### src/design/range_set_tracker_unit_defines.svh
// Assertion macros for the range set tracker.
// Included by the top level; no other dependencies.
`ifndef RANGE_SET_TRACKER_UNIT_DEFINES_SVH
`define RANGE_SET_TRACKER_UNIT_DEFINES_SVH
`ifndef SYNTHESIS
`define RST_ASSERT(lbl, prop) \
  lbl: assert property (@(posedge clk_i) disable iff (!rst_ni) prop) \
    else $error("range_set_tracker: check failed");
`define RST_ASSERT_ALWAYS(lbl, prop) \
  lbl: assert property (@(posedge clk_i) prop) \
    else $error("range_set_tracker: check failed");
`else
`define RST_ASSERT(lbl, prop)
`define RST_ASSERT_ALWAYS(lbl, prop)
`endif
`endif

### src/design/rst_pkg.sv
// Shared constants and types for the range set tracker.
// No dependencies.
package rst_pkg;
  localparam int unsigned MaxRangesDef = 16;
  localparam int unsigned CoordBitsDef = 32;
  localparam int unsigned OpW          = 2;
  localparam int unsigned FieldW       = 32;
  localparam int unsigned StatusW      = 2;
  localparam int unsigned CountOutW    = 5;

  localparam logic [OpW-1:0] OP_ADD    = 2'd0;
  localparam logic [OpW-1:0] OP_QUERY  = 2'd1;
  localparam logic [OpW-1:0] OP_REMOVE = 2'd2;
  localparam logic [OpW-1:0] OP_RSVD   = 2'd3;  // unused code, always refused

  localparam logic [StatusW-1:0] ST_DONE    = 2'd0;
  localparam logic [StatusW-1:0] ST_FULL    = 2'd1;
  localparam logic [StatusW-1:0] ST_INVALID = 2'd2;

  typedef struct packed {
    logic shift;     // rotate the stored row by one cell
    logic commit;    // load the scratch row into the stored row
    logic push_one;  // write word A at the pointer
    logic push_two;  // write word A and word B after it
  } cell_ctl_t;
endpackage

### src/design/rst_cell.sv
// One cell of the range row: a stored entry and a scratch entry.
// Depends on rst_pkg.
module rst_cell #(
  parameter int unsigned COORD_BITS = rst_pkg::CoordBitsDef,
  parameter int unsigned PTR_W      = 5,
  parameter int unsigned IDX        = 0
) (
  input  logic                  clk_i,
  input  rst_pkg::cell_ctl_t    ctl_i,
  input  logic [PTR_W-1:0]      ptr_i,
  input  logic [COORD_BITS-1:0] nbr_start_i,
  input  logic [COORD_BITS-1:0] nbr_end_i,
  input  logic [COORD_BITS-1:0] a_start_i,
  input  logic [COORD_BITS-1:0] a_end_i,
  input  logic [COORD_BITS-1:0] b_start_i,
  input  logic [COORD_BITS-1:0] b_end_i,
  output logic [COORD_BITS-1:0] start_o,
  output logic [COORD_BITS-1:0] end_o
);
  logic [COORD_BITS-1:0] main_s_q, main_e_q, scr_s_q, scr_e_q;
  logic [COORD_BITS-1:0] scr_s_d, scr_e_d;
  logic                  wr_a, wr_b;

  assign wr_a = (ctl_i.push_one | ctl_i.push_two) && ({1'b0, ptr_i} == (PTR_W+1)'(IDX));
  assign wr_b = ctl_i.push_two && (({1'b0, ptr_i} + 1'b1) == (PTR_W+1)'(IDX));

  always_comb begin
    scr_s_d = scr_s_q;
    scr_e_d = scr_e_q;
    if (wr_a) begin
      scr_s_d = a_start_i;
      scr_e_d = a_end_i;
    end else if (wr_b) begin
      scr_s_d = b_start_i;
      scr_e_d = b_end_i;
    end
  end

  always_ff @(posedge clk_i) begin
    scr_s_q <= scr_s_d;
    scr_e_q <= scr_e_d;
    if (ctl_i.commit) begin
      main_s_q <= scr_s_d;
      main_e_q <= scr_e_d;
    end else if (ctl_i.shift) begin
      main_s_q <= nbr_start_i;
      main_e_q <= nbr_end_i;
    end
  end

  assign start_o = main_s_q;
  assign end_o   = main_e_q;
endmodule

### src/design/range_set_tracker_unit.sv
// Range set tracker: a sorted table of up to MAX_RANGES disjoint half-open ranges held in a
// row of cells. Each word (add, query, remove) rotates the whole row once past the head
// cell, one entry per cycle, while the head logic merges, cuts or tests the entry and writes
// results into the scratch row; a final state commits the scratch row of an add or remove if it
// fits. Refused words (empty or reversed ranges, or the reserved operation) skip the sweep. One
// word is in work at a time; the result sits in an output register. Depends on rst_pkg and
// range_set_tracker_unit_defines.svh.
`include "range_set_tracker_unit_defines.svh"
module range_set_tracker_unit #(
  parameter int unsigned MAX_RANGES = rst_pkg::MaxRangesDef,
  parameter int unsigned COORD_BITS = rst_pkg::CoordBitsDef
) (
  input  logic                          clk_i,
  input  logic                          rst_ni,
  input  logic                          in_valid_i,
  output logic                          in_stall_o,
  input  logic [rst_pkg::OpW-1:0]       operation_i,
  input  logic [rst_pkg::FieldW-1:0]    range_left_i,
  input  logic [rst_pkg::FieldW-1:0]    range_right_i,
  output logic                          out_valid_o,
  input  logic                          out_stall_i,
  output logic                          covered_o,
  output logic [rst_pkg::StatusW-1:0]   status_o,
  output logic [rst_pkg::CountOutW-1:0] range_count_o
);
  localparam int unsigned KW    = (MAX_RANGES > 1) ? $clog2(MAX_RANGES) : 1;
  localparam int unsigned CW    = $clog2(MAX_RANGES + 1);
  localparam int unsigned PTR_W = $clog2(MAX_RANGES + 3);

  typedef enum logic [1:0] {S_IDLE, S_SWEEP, S_FINAL} state_e;

  state_e                  state_q;
  logic [rst_pkg::OpW-1:0] op_q;
  logic [COORD_BITS-1:0]   l_q, r_q, l_d, r_d, l_in, r_in;
  logic                    placed_q, placed_d, hit_q, hit_d, bad_q;
  logic [PTR_W-1:0]        ptr_q, n_final;
  logic [KW-1:0]           k_q;
  logic [CW-1:0]           count_q;
  logic                    out_valid_q, covered_q;
  logic [rst_pkg::StatusW-1:0]   status_q;
  logic [rst_pkg::CountOutW-1:0] rcount_q;

  logic [COORD_BITS-1:0] cs [MAX_RANGES];
  logic [COORD_BITS-1:0] ce [MAX_RANGES];
  logic [COORD_BITS-1:0] hs, he, as_w, ae_w, bs_w, be_w;
  rst_pkg::cell_ctl_t    ctl;
  logic                  in_acc, leave, active, full, fin_push, in_bad;

  assign l_in   = COORD_BITS'(range_left_i);
  assign r_in   = COORD_BITS'(range_right_i);
  assign in_acc = in_valid_i && !in_stall_o;
  assign in_bad = (l_in >= r_in) || (operation_i == rst_pkg::OP_RSVD);
  assign in_stall_o = (state_q != S_IDLE);
  assign leave  = (state_q == S_FINAL) && (!out_valid_q || !out_stall_i);
  assign active = (state_q == S_SWEEP) && (CW'(k_q) < count_q);
  assign hs     = cs[0];
  assign he     = ce[0];

  assign fin_push = leave && !bad_q && (op_q == rst_pkg::OP_ADD) && !placed_q;
  assign n_final  = ptr_q + PTR_W'(fin_push);
  assign full     = n_final > PTR_W'(MAX_RANGES);

  // head cell logic: one stored entry per cycle
  always_comb begin
    l_d      = l_q;
    r_d      = r_q;
    placed_d = placed_q;
    hit_d    = hit_q;
    as_w     = hs;
    ae_w     = he;
    bs_w     = hs;
    be_w     = he;
    ctl      = '0;
    ctl.shift  = (state_q == S_SWEEP);
    if (active) begin
      unique case (op_q)
        rst_pkg::OP_ADD: begin
          if (he < l_q) begin
            ctl.push_one = 1'b1;
          end else if (hs > r_q) begin
            if (!placed_q) begin
              as_w = l_q;
              ae_w = r_q;
              ctl.push_two = 1'b1;
              placed_d = 1'b1;
            end else begin
              ctl.push_one = 1'b1;
            end
          end else begin
            if (hs < l_q) l_d = hs;
            if (he > r_q) r_d = he;
          end
        end
        rst_pkg::OP_REMOVE: begin
          if (he <= l_q || hs >= r_q) begin
            ctl.push_one = 1'b1;
          end else if (hs < l_q && he > r_q) begin
            ae_w = l_q;
            bs_w = r_q;
            ctl.push_two = 1'b1;
          end else if (hs < l_q) begin
            ae_w = l_q;
            ctl.push_one = 1'b1;
          end else if (he > r_q) begin
            as_w = r_q;
            ctl.push_one = 1'b1;
          end
        end
        rst_pkg::OP_QUERY: begin
          if (hs <= l_q && he >= r_q) hit_d = 1'b1;
        end
        default: ;
      endcase
    end
    if (fin_push) begin
      as_w = l_q;
      ae_w = r_q;
      ctl.push_one = 1'b1;
    end
    ctl.commit = leave && !bad_q && !full &&
                 (op_q == rst_pkg::OP_ADD || op_q == rst_pkg::OP_REMOVE);
  end

  for (genvar i = 0; i < MAX_RANGES; i++) begin : g_cell
    localparam int unsigned Nbr = (i + 1) % MAX_RANGES;
    rst_cell #(.COORD_BITS(COORD_BITS), .PTR_W(PTR_W), .IDX(i)) u_cell (
      .clk_i      (clk_i),
      .ctl_i      (ctl),
      .ptr_i      (ptr_q),
      .nbr_start_i(cs[Nbr]),
      .nbr_end_i  (ce[Nbr]),
      .a_start_i  (as_w),
      .a_end_i    (ae_w),
      .b_start_i  (bs_w),
      .b_end_i    (be_w),
      .start_o    (cs[i]),
      .end_o      (ce[i])
    );
  end

  always_ff @(posedge clk_i or negedge rst_ni) begin
    if (!rst_ni) begin
      state_q     <= S_IDLE;
      count_q     <= '0;
      out_valid_q <= 1'b0;
      ptr_q       <= '0;
      k_q         <= '0;
      placed_q    <= 1'b0;
      hit_q       <= 1'b0;
      bad_q       <= 1'b0;
      op_q        <= rst_pkg::OP_ADD;
      l_q         <= '0;
      r_q         <= '0;
      covered_q   <= 1'b0;
      status_q    <= rst_pkg::ST_DONE;
      rcount_q    <= '0;
    end else begin
      if (out_valid_q && !out_stall_i && !leave) out_valid_q <= 1'b0;
      unique case (state_q)
        S_IDLE: begin
          if (in_acc) begin
            op_q     <= operation_i;
            l_q      <= l_in;
            r_q      <= r_in;
            bad_q    <= in_bad;
            ptr_q    <= '0;
            k_q      <= '0;
            placed_q <= 1'b0;
            hit_q    <= 1'b0;
            state_q  <= in_bad ? S_FINAL : S_SWEEP;
          end
        end
        S_SWEEP: begin
          l_q      <= l_d;
          r_q      <= r_d;
          placed_q <= placed_d;
          hit_q    <= hit_d;
          ptr_q    <= ptr_q + PTR_W'(ctl.push_one) + PTR_W'({ctl.push_two, 1'b0});
          k_q      <= k_q + 1'b1;
          if (k_q == KW'(MAX_RANGES - 1)) state_q <= S_FINAL;
        end
        S_FINAL: begin
          if (leave) begin
            out_valid_q <= 1'b1;
            covered_q   <= !bad_q && (op_q == rst_pkg::OP_QUERY) && hit_q;
            if (bad_q) begin
              status_q <= rst_pkg::ST_INVALID;
              rcount_q <= rst_pkg::CountOutW'(count_q);
            end else if (ctl.commit) begin
              status_q <= rst_pkg::ST_DONE;
              count_q  <= CW'(n_final);
              rcount_q <= rst_pkg::CountOutW'(n_final);
            end else begin
              status_q <= (op_q == rst_pkg::OP_QUERY) ? rst_pkg::ST_DONE : rst_pkg::ST_FULL;
              rcount_q <= rst_pkg::CountOutW'(count_q);
            end
            state_q <= S_IDLE;
          end
        end
        default: state_q <= S_IDLE;
      endcase
    end
  end

  assign out_valid_o   = out_valid_q;
  assign covered_o     = covered_q;
  assign status_o      = status_q;
  assign range_count_o = rcount_q;

  `RST_ASSERT(a_count_bound, count_q <= CW'(MAX_RANGES))
  `RST_ASSERT(a_accept_starts, in_acc |=> state_q != S_IDLE)
  `RST_ASSERT(a_result_from_final, $rose(out_valid_q) |-> $past(state_q == S_FINAL))
  `RST_ASSERT_ALWAYS(a_full_keeps, (leave && !bad_q && full) |=> $stable(count_q))
endmodule
### config.mk
export PLATFORM = sky130hd
export DESIGN_NAME = range_set_tracker_unit
export DESIGN_NICKNAME = d
export VERILOG_FILES = /design/src/design/rst_pkg.sv /design/src/design/rst_cell.sv /design/src/design/range_set_tracker_unit.sv
export VERILOG_INCLUDE_DIRS = /design/src /design/src/design
export SDC_FILE = /design/constraint.sdc
export NUM_CORES = 2
export LEC_CHECK = 0
export BUFFER_PORTS_ARGS = -buffer_cell sky130_fd_sc_hd__buf_4
export CORE_MARGIN = 3
export CORE_UTILIZATION = 50
export CTS_CLUSTER_DIAMETER = 150
export CTS_CLUSTER_SIZE = 12
export DETAILED_ROUTE_END_ITERATION = 7
export PLACE_DENSITY = 0.73
export SLEW_MARGIN = 40
export SYNTH_ARGS = -nofsm -noshare
export SYNTH_HDL_FRONTEND = slang
export SYNTH_SLANG_ARGS = --single-unit
### constraint.sdc
create_clock -name clk_i -period 53.6 [get_ports clk_i]
set_input_delay 10.72 -clock clk_i [delete_from_list [all_inputs] [get_ports clk_i]]
set_output_delay 10.72 -clock clk_i [all_outputs]
set_load 0.01 [all_outputs]
==> impl_metrics.json <==
{
  "routed_wl_um": 263000,
  "place_hpwl_um": 153000,
  "power_per_cell_area_nw_per_um2": 55.6,
  "synth_nets": 7346,
  "cts_setup_buffers": 0,
  "clock_latency_ns": 0.86,
  "violations": "design-rule violations",
  "end_kind": "register",
  "area_growth_syn_to_layout_pct": 9.34,
  "hold_viol": 0,
  "grt_setup_unrepaired": "false",
  "fmax_ghz": 0.0585,
  "cts.clk_slew.worst_paths_ns": 0.06,
  "dr.pass1.iters": 8,
  "p_leak_uw": 0.0433,
  "ioPinCount": 80,
  "status": "finished with violations",
  "crit_required_ns": 54.06,
  "ant_nets": 0,
  "reg2reg_slack_ns": 45.69,
  "hp-class": "register to register",
  "ys_seq_elements": 2137,
  "post-route-period-util_pct": 31.9,
  "cts_buffer_depth": 3,
  "num_vias": 59200,
  "arrival_ns": 17.55,
  "die_x_um": 448,
  "synth_cells": 7106,
  "yosys_warnings": 0,
  "synth.largest_area_cell": "edfxtp_1",
  "cts_buffers": 196,
  "fin_nets": 7251,
  "regArea_um2": 53500,
  "synth_edf_count": 1024,
  "drtIter0Drc": 5819,
  "skew_ns": 0.0427,
  "wire_per_inst_um": 27.1,
  "grt_pass1_vias": 59300,
  "relSlewSlack_pct": 38.4,
  "layout-drive-gt1-share_pct": 23.5,
  "cts_tree": "done",
  "drc": 2,
  "min_period_ns": 17.09,
  "grt_pass1_wl_um": 390000,
  "criticalPathCategory": "input pin to register",
  "setup_viol": 0,
  "routed_via_density": 6.09,
  "fillCellCount": 15600,
  "max-vdd-ir-drop_mv": 0.0386,
  "place_congestion": 0.932,
  "synth_area_um2": 97500,
  "max_slew.worst_pin.slew_ns": 0.924,
  "worst_hold_slack_ns": 0.500,
  "grt_max_degree": 161,
  "track_usage_pct": 25.8,
  "root_buffer": "clkbuf_16",
  "post_cts_resize_count": 0,
  "drv_slew": 0,
  "startpoint_type": "input pin",
  "dieArea_um2": 200000,
  "yosysUniqueCellTypes": 80,
  "dp.cells": 9335,
  "grt_antenna_before_repair": 4,
  "cap_violations": 0,
  "portBuffers": 79,
  "postSynthAreaPerCell_um2": 13.7,
  "ctsHtreeMaxLevel": 4,
  "cts_sinks": 2137,
  "synthTopCellsByCount": "2044 x mux2i_1, 1057 x mux2_2, 1024 x dfxtp_1, 1024 x edfxtp_1, 309 x clkbuf_1",
  "async_flop_share_pct": 4.16,
  "final_cells": 9709,
  "coreArea_um2": 193000,
  "rows": 161,
  "synth_ff_type": "edfxtp_1",
  "synth_area_leaders": "edfxtp_1 32%, dfxtp_1 21%, mux2i_1 21%",
  "yosysTopAreaCellShare_pct": 31.5,
  "multiInputGateArea_um2": 41100,
  "critPathMaxFanout": 94,
  "grt_overflow": 0,
  "synth-seq-area-share_pct": 54.9,
  "hold_buffers": 0,
  "synth_most_common_cell": "mux2i_1",
  "initial_utilization_pct": 50.5,
  "die_y_um": 448,
  "tns_ns": 0
}
flip-flops by register name (all words and copies together), names as in the netlist, 4 cells and up:
register,flops
k_q,4
g_cell.u_cell.start_o,512
g_cell.u_cell.scr_s_q,512
g_cell.u_cell.scr_e_q,512
ptr_q,5
r_q,32
g_cell.u_cell.end_o,512
l_q,32
range_count_o,5
metal layers:
metal  vias up  wire, um  global-route usage (%)
met5         -         0                       0
met4         0     12300                    11.7
met3       609     15500                    3.42
met2      2034    124000                    41.7
met1     30200    112000                    34.7
li1      26300         -                       -
cell families (layout without fill, tap and decap cells):
family,count (synthesis),after routing,synth area share [%]
other,0,7,0
AOI/OAI and AO/OA,438,438,3.50
adders and majority gates,170,170,2.19
xor gates and xnor gates,5,5,0.0449
and+or+nand+nor,540,540,2.48
buffers and inverters,706,776,3.60
DFF,2137,2137,54.9
muxes,3110,3110,33.3
layout by cell type, fill, tap and decap left out, drive strengths merged, types with 20 or more instances in the layout:
master	instances
a21oi	65
edfxtp	1024
nor4	32
mux2	1057
clkbuf	350
a222oi	24
nor3	20
ha	169
inv	120
o21ai	60
nand4	38
dfxtp	1024
a221o	23
nand2	210
nand3	45
a21o	44
a31oi	86
mux2i	2053
dfrtp	89
nor2	153
buf	301
a221oi	27
final cells by class:
class | count | area share [%]
clock buffers | 350 | 5.20
multi-input cells | 4263 | 38.5
flip-flops and latches | 2137 | 50.2
well taps | 2526 | 2.97
inverters | 112 | 0.394
repair buffers | 301 | 2.49
diodes | 7 | 0.0164
clock inverters | 13 | 0.218
critical path, cell delays in order:
cell	delay, ns
buf_4	0.11
nand2_1	0.11
nand2b_1	0.21
or4_1	0.44
buf_4	0.31
clkinv_1	0.09
buf_4	0.46
ha_1	0.29
nand3_1	0.10
xnor2_1	0.18
nor4_1	0.54
o21ai_0	0.39
nand2_8	0.55
buf_6	0.68
buf_6	0.70
buf_6	0.59
buf_12	0.43
buf_16	0.39
power by group:
part	total [uW]	switching, uW	leakage [uW]	internal (uW)
Sequential	2620	218	0.0189	2400
Clock	1310	613	0.00274	700
Combinational	1990	1240	0.0216	749
Total	5920	2070	0.0433	3850
stage by stage:
step	util, %	cell area, um2	setup WS [ns]	power [uW]
floorplan	-	97500	17.14	4380
global placement	51.8	100000	34.72	4510
detailed placement	52.1	101000	35.82	4600
CTS	55.1	106000	36.72	5920
global route	55.2	107000	36.19	6200
finish	55.2	107000	36.51	5920
path summary, 6_finish.rpt:
kind | start | to | depth (start not counted)
min reg2reg | status_o[0] | status_o[0] | 2
max in group asynchronous | rst_ni | r_q[14] | 2
max reg2reg | op_q[1] | g_cell[2].u_cell.start_o[13] | 16
min | status_o[0] | status_o[0] | 2
max | out_stall_i | g_cell[2].u_cell.start_o[13] | 18
min in group asynchronous | rst_ni | k_q[3] | 1
Power figures use the tool's default switching activity.
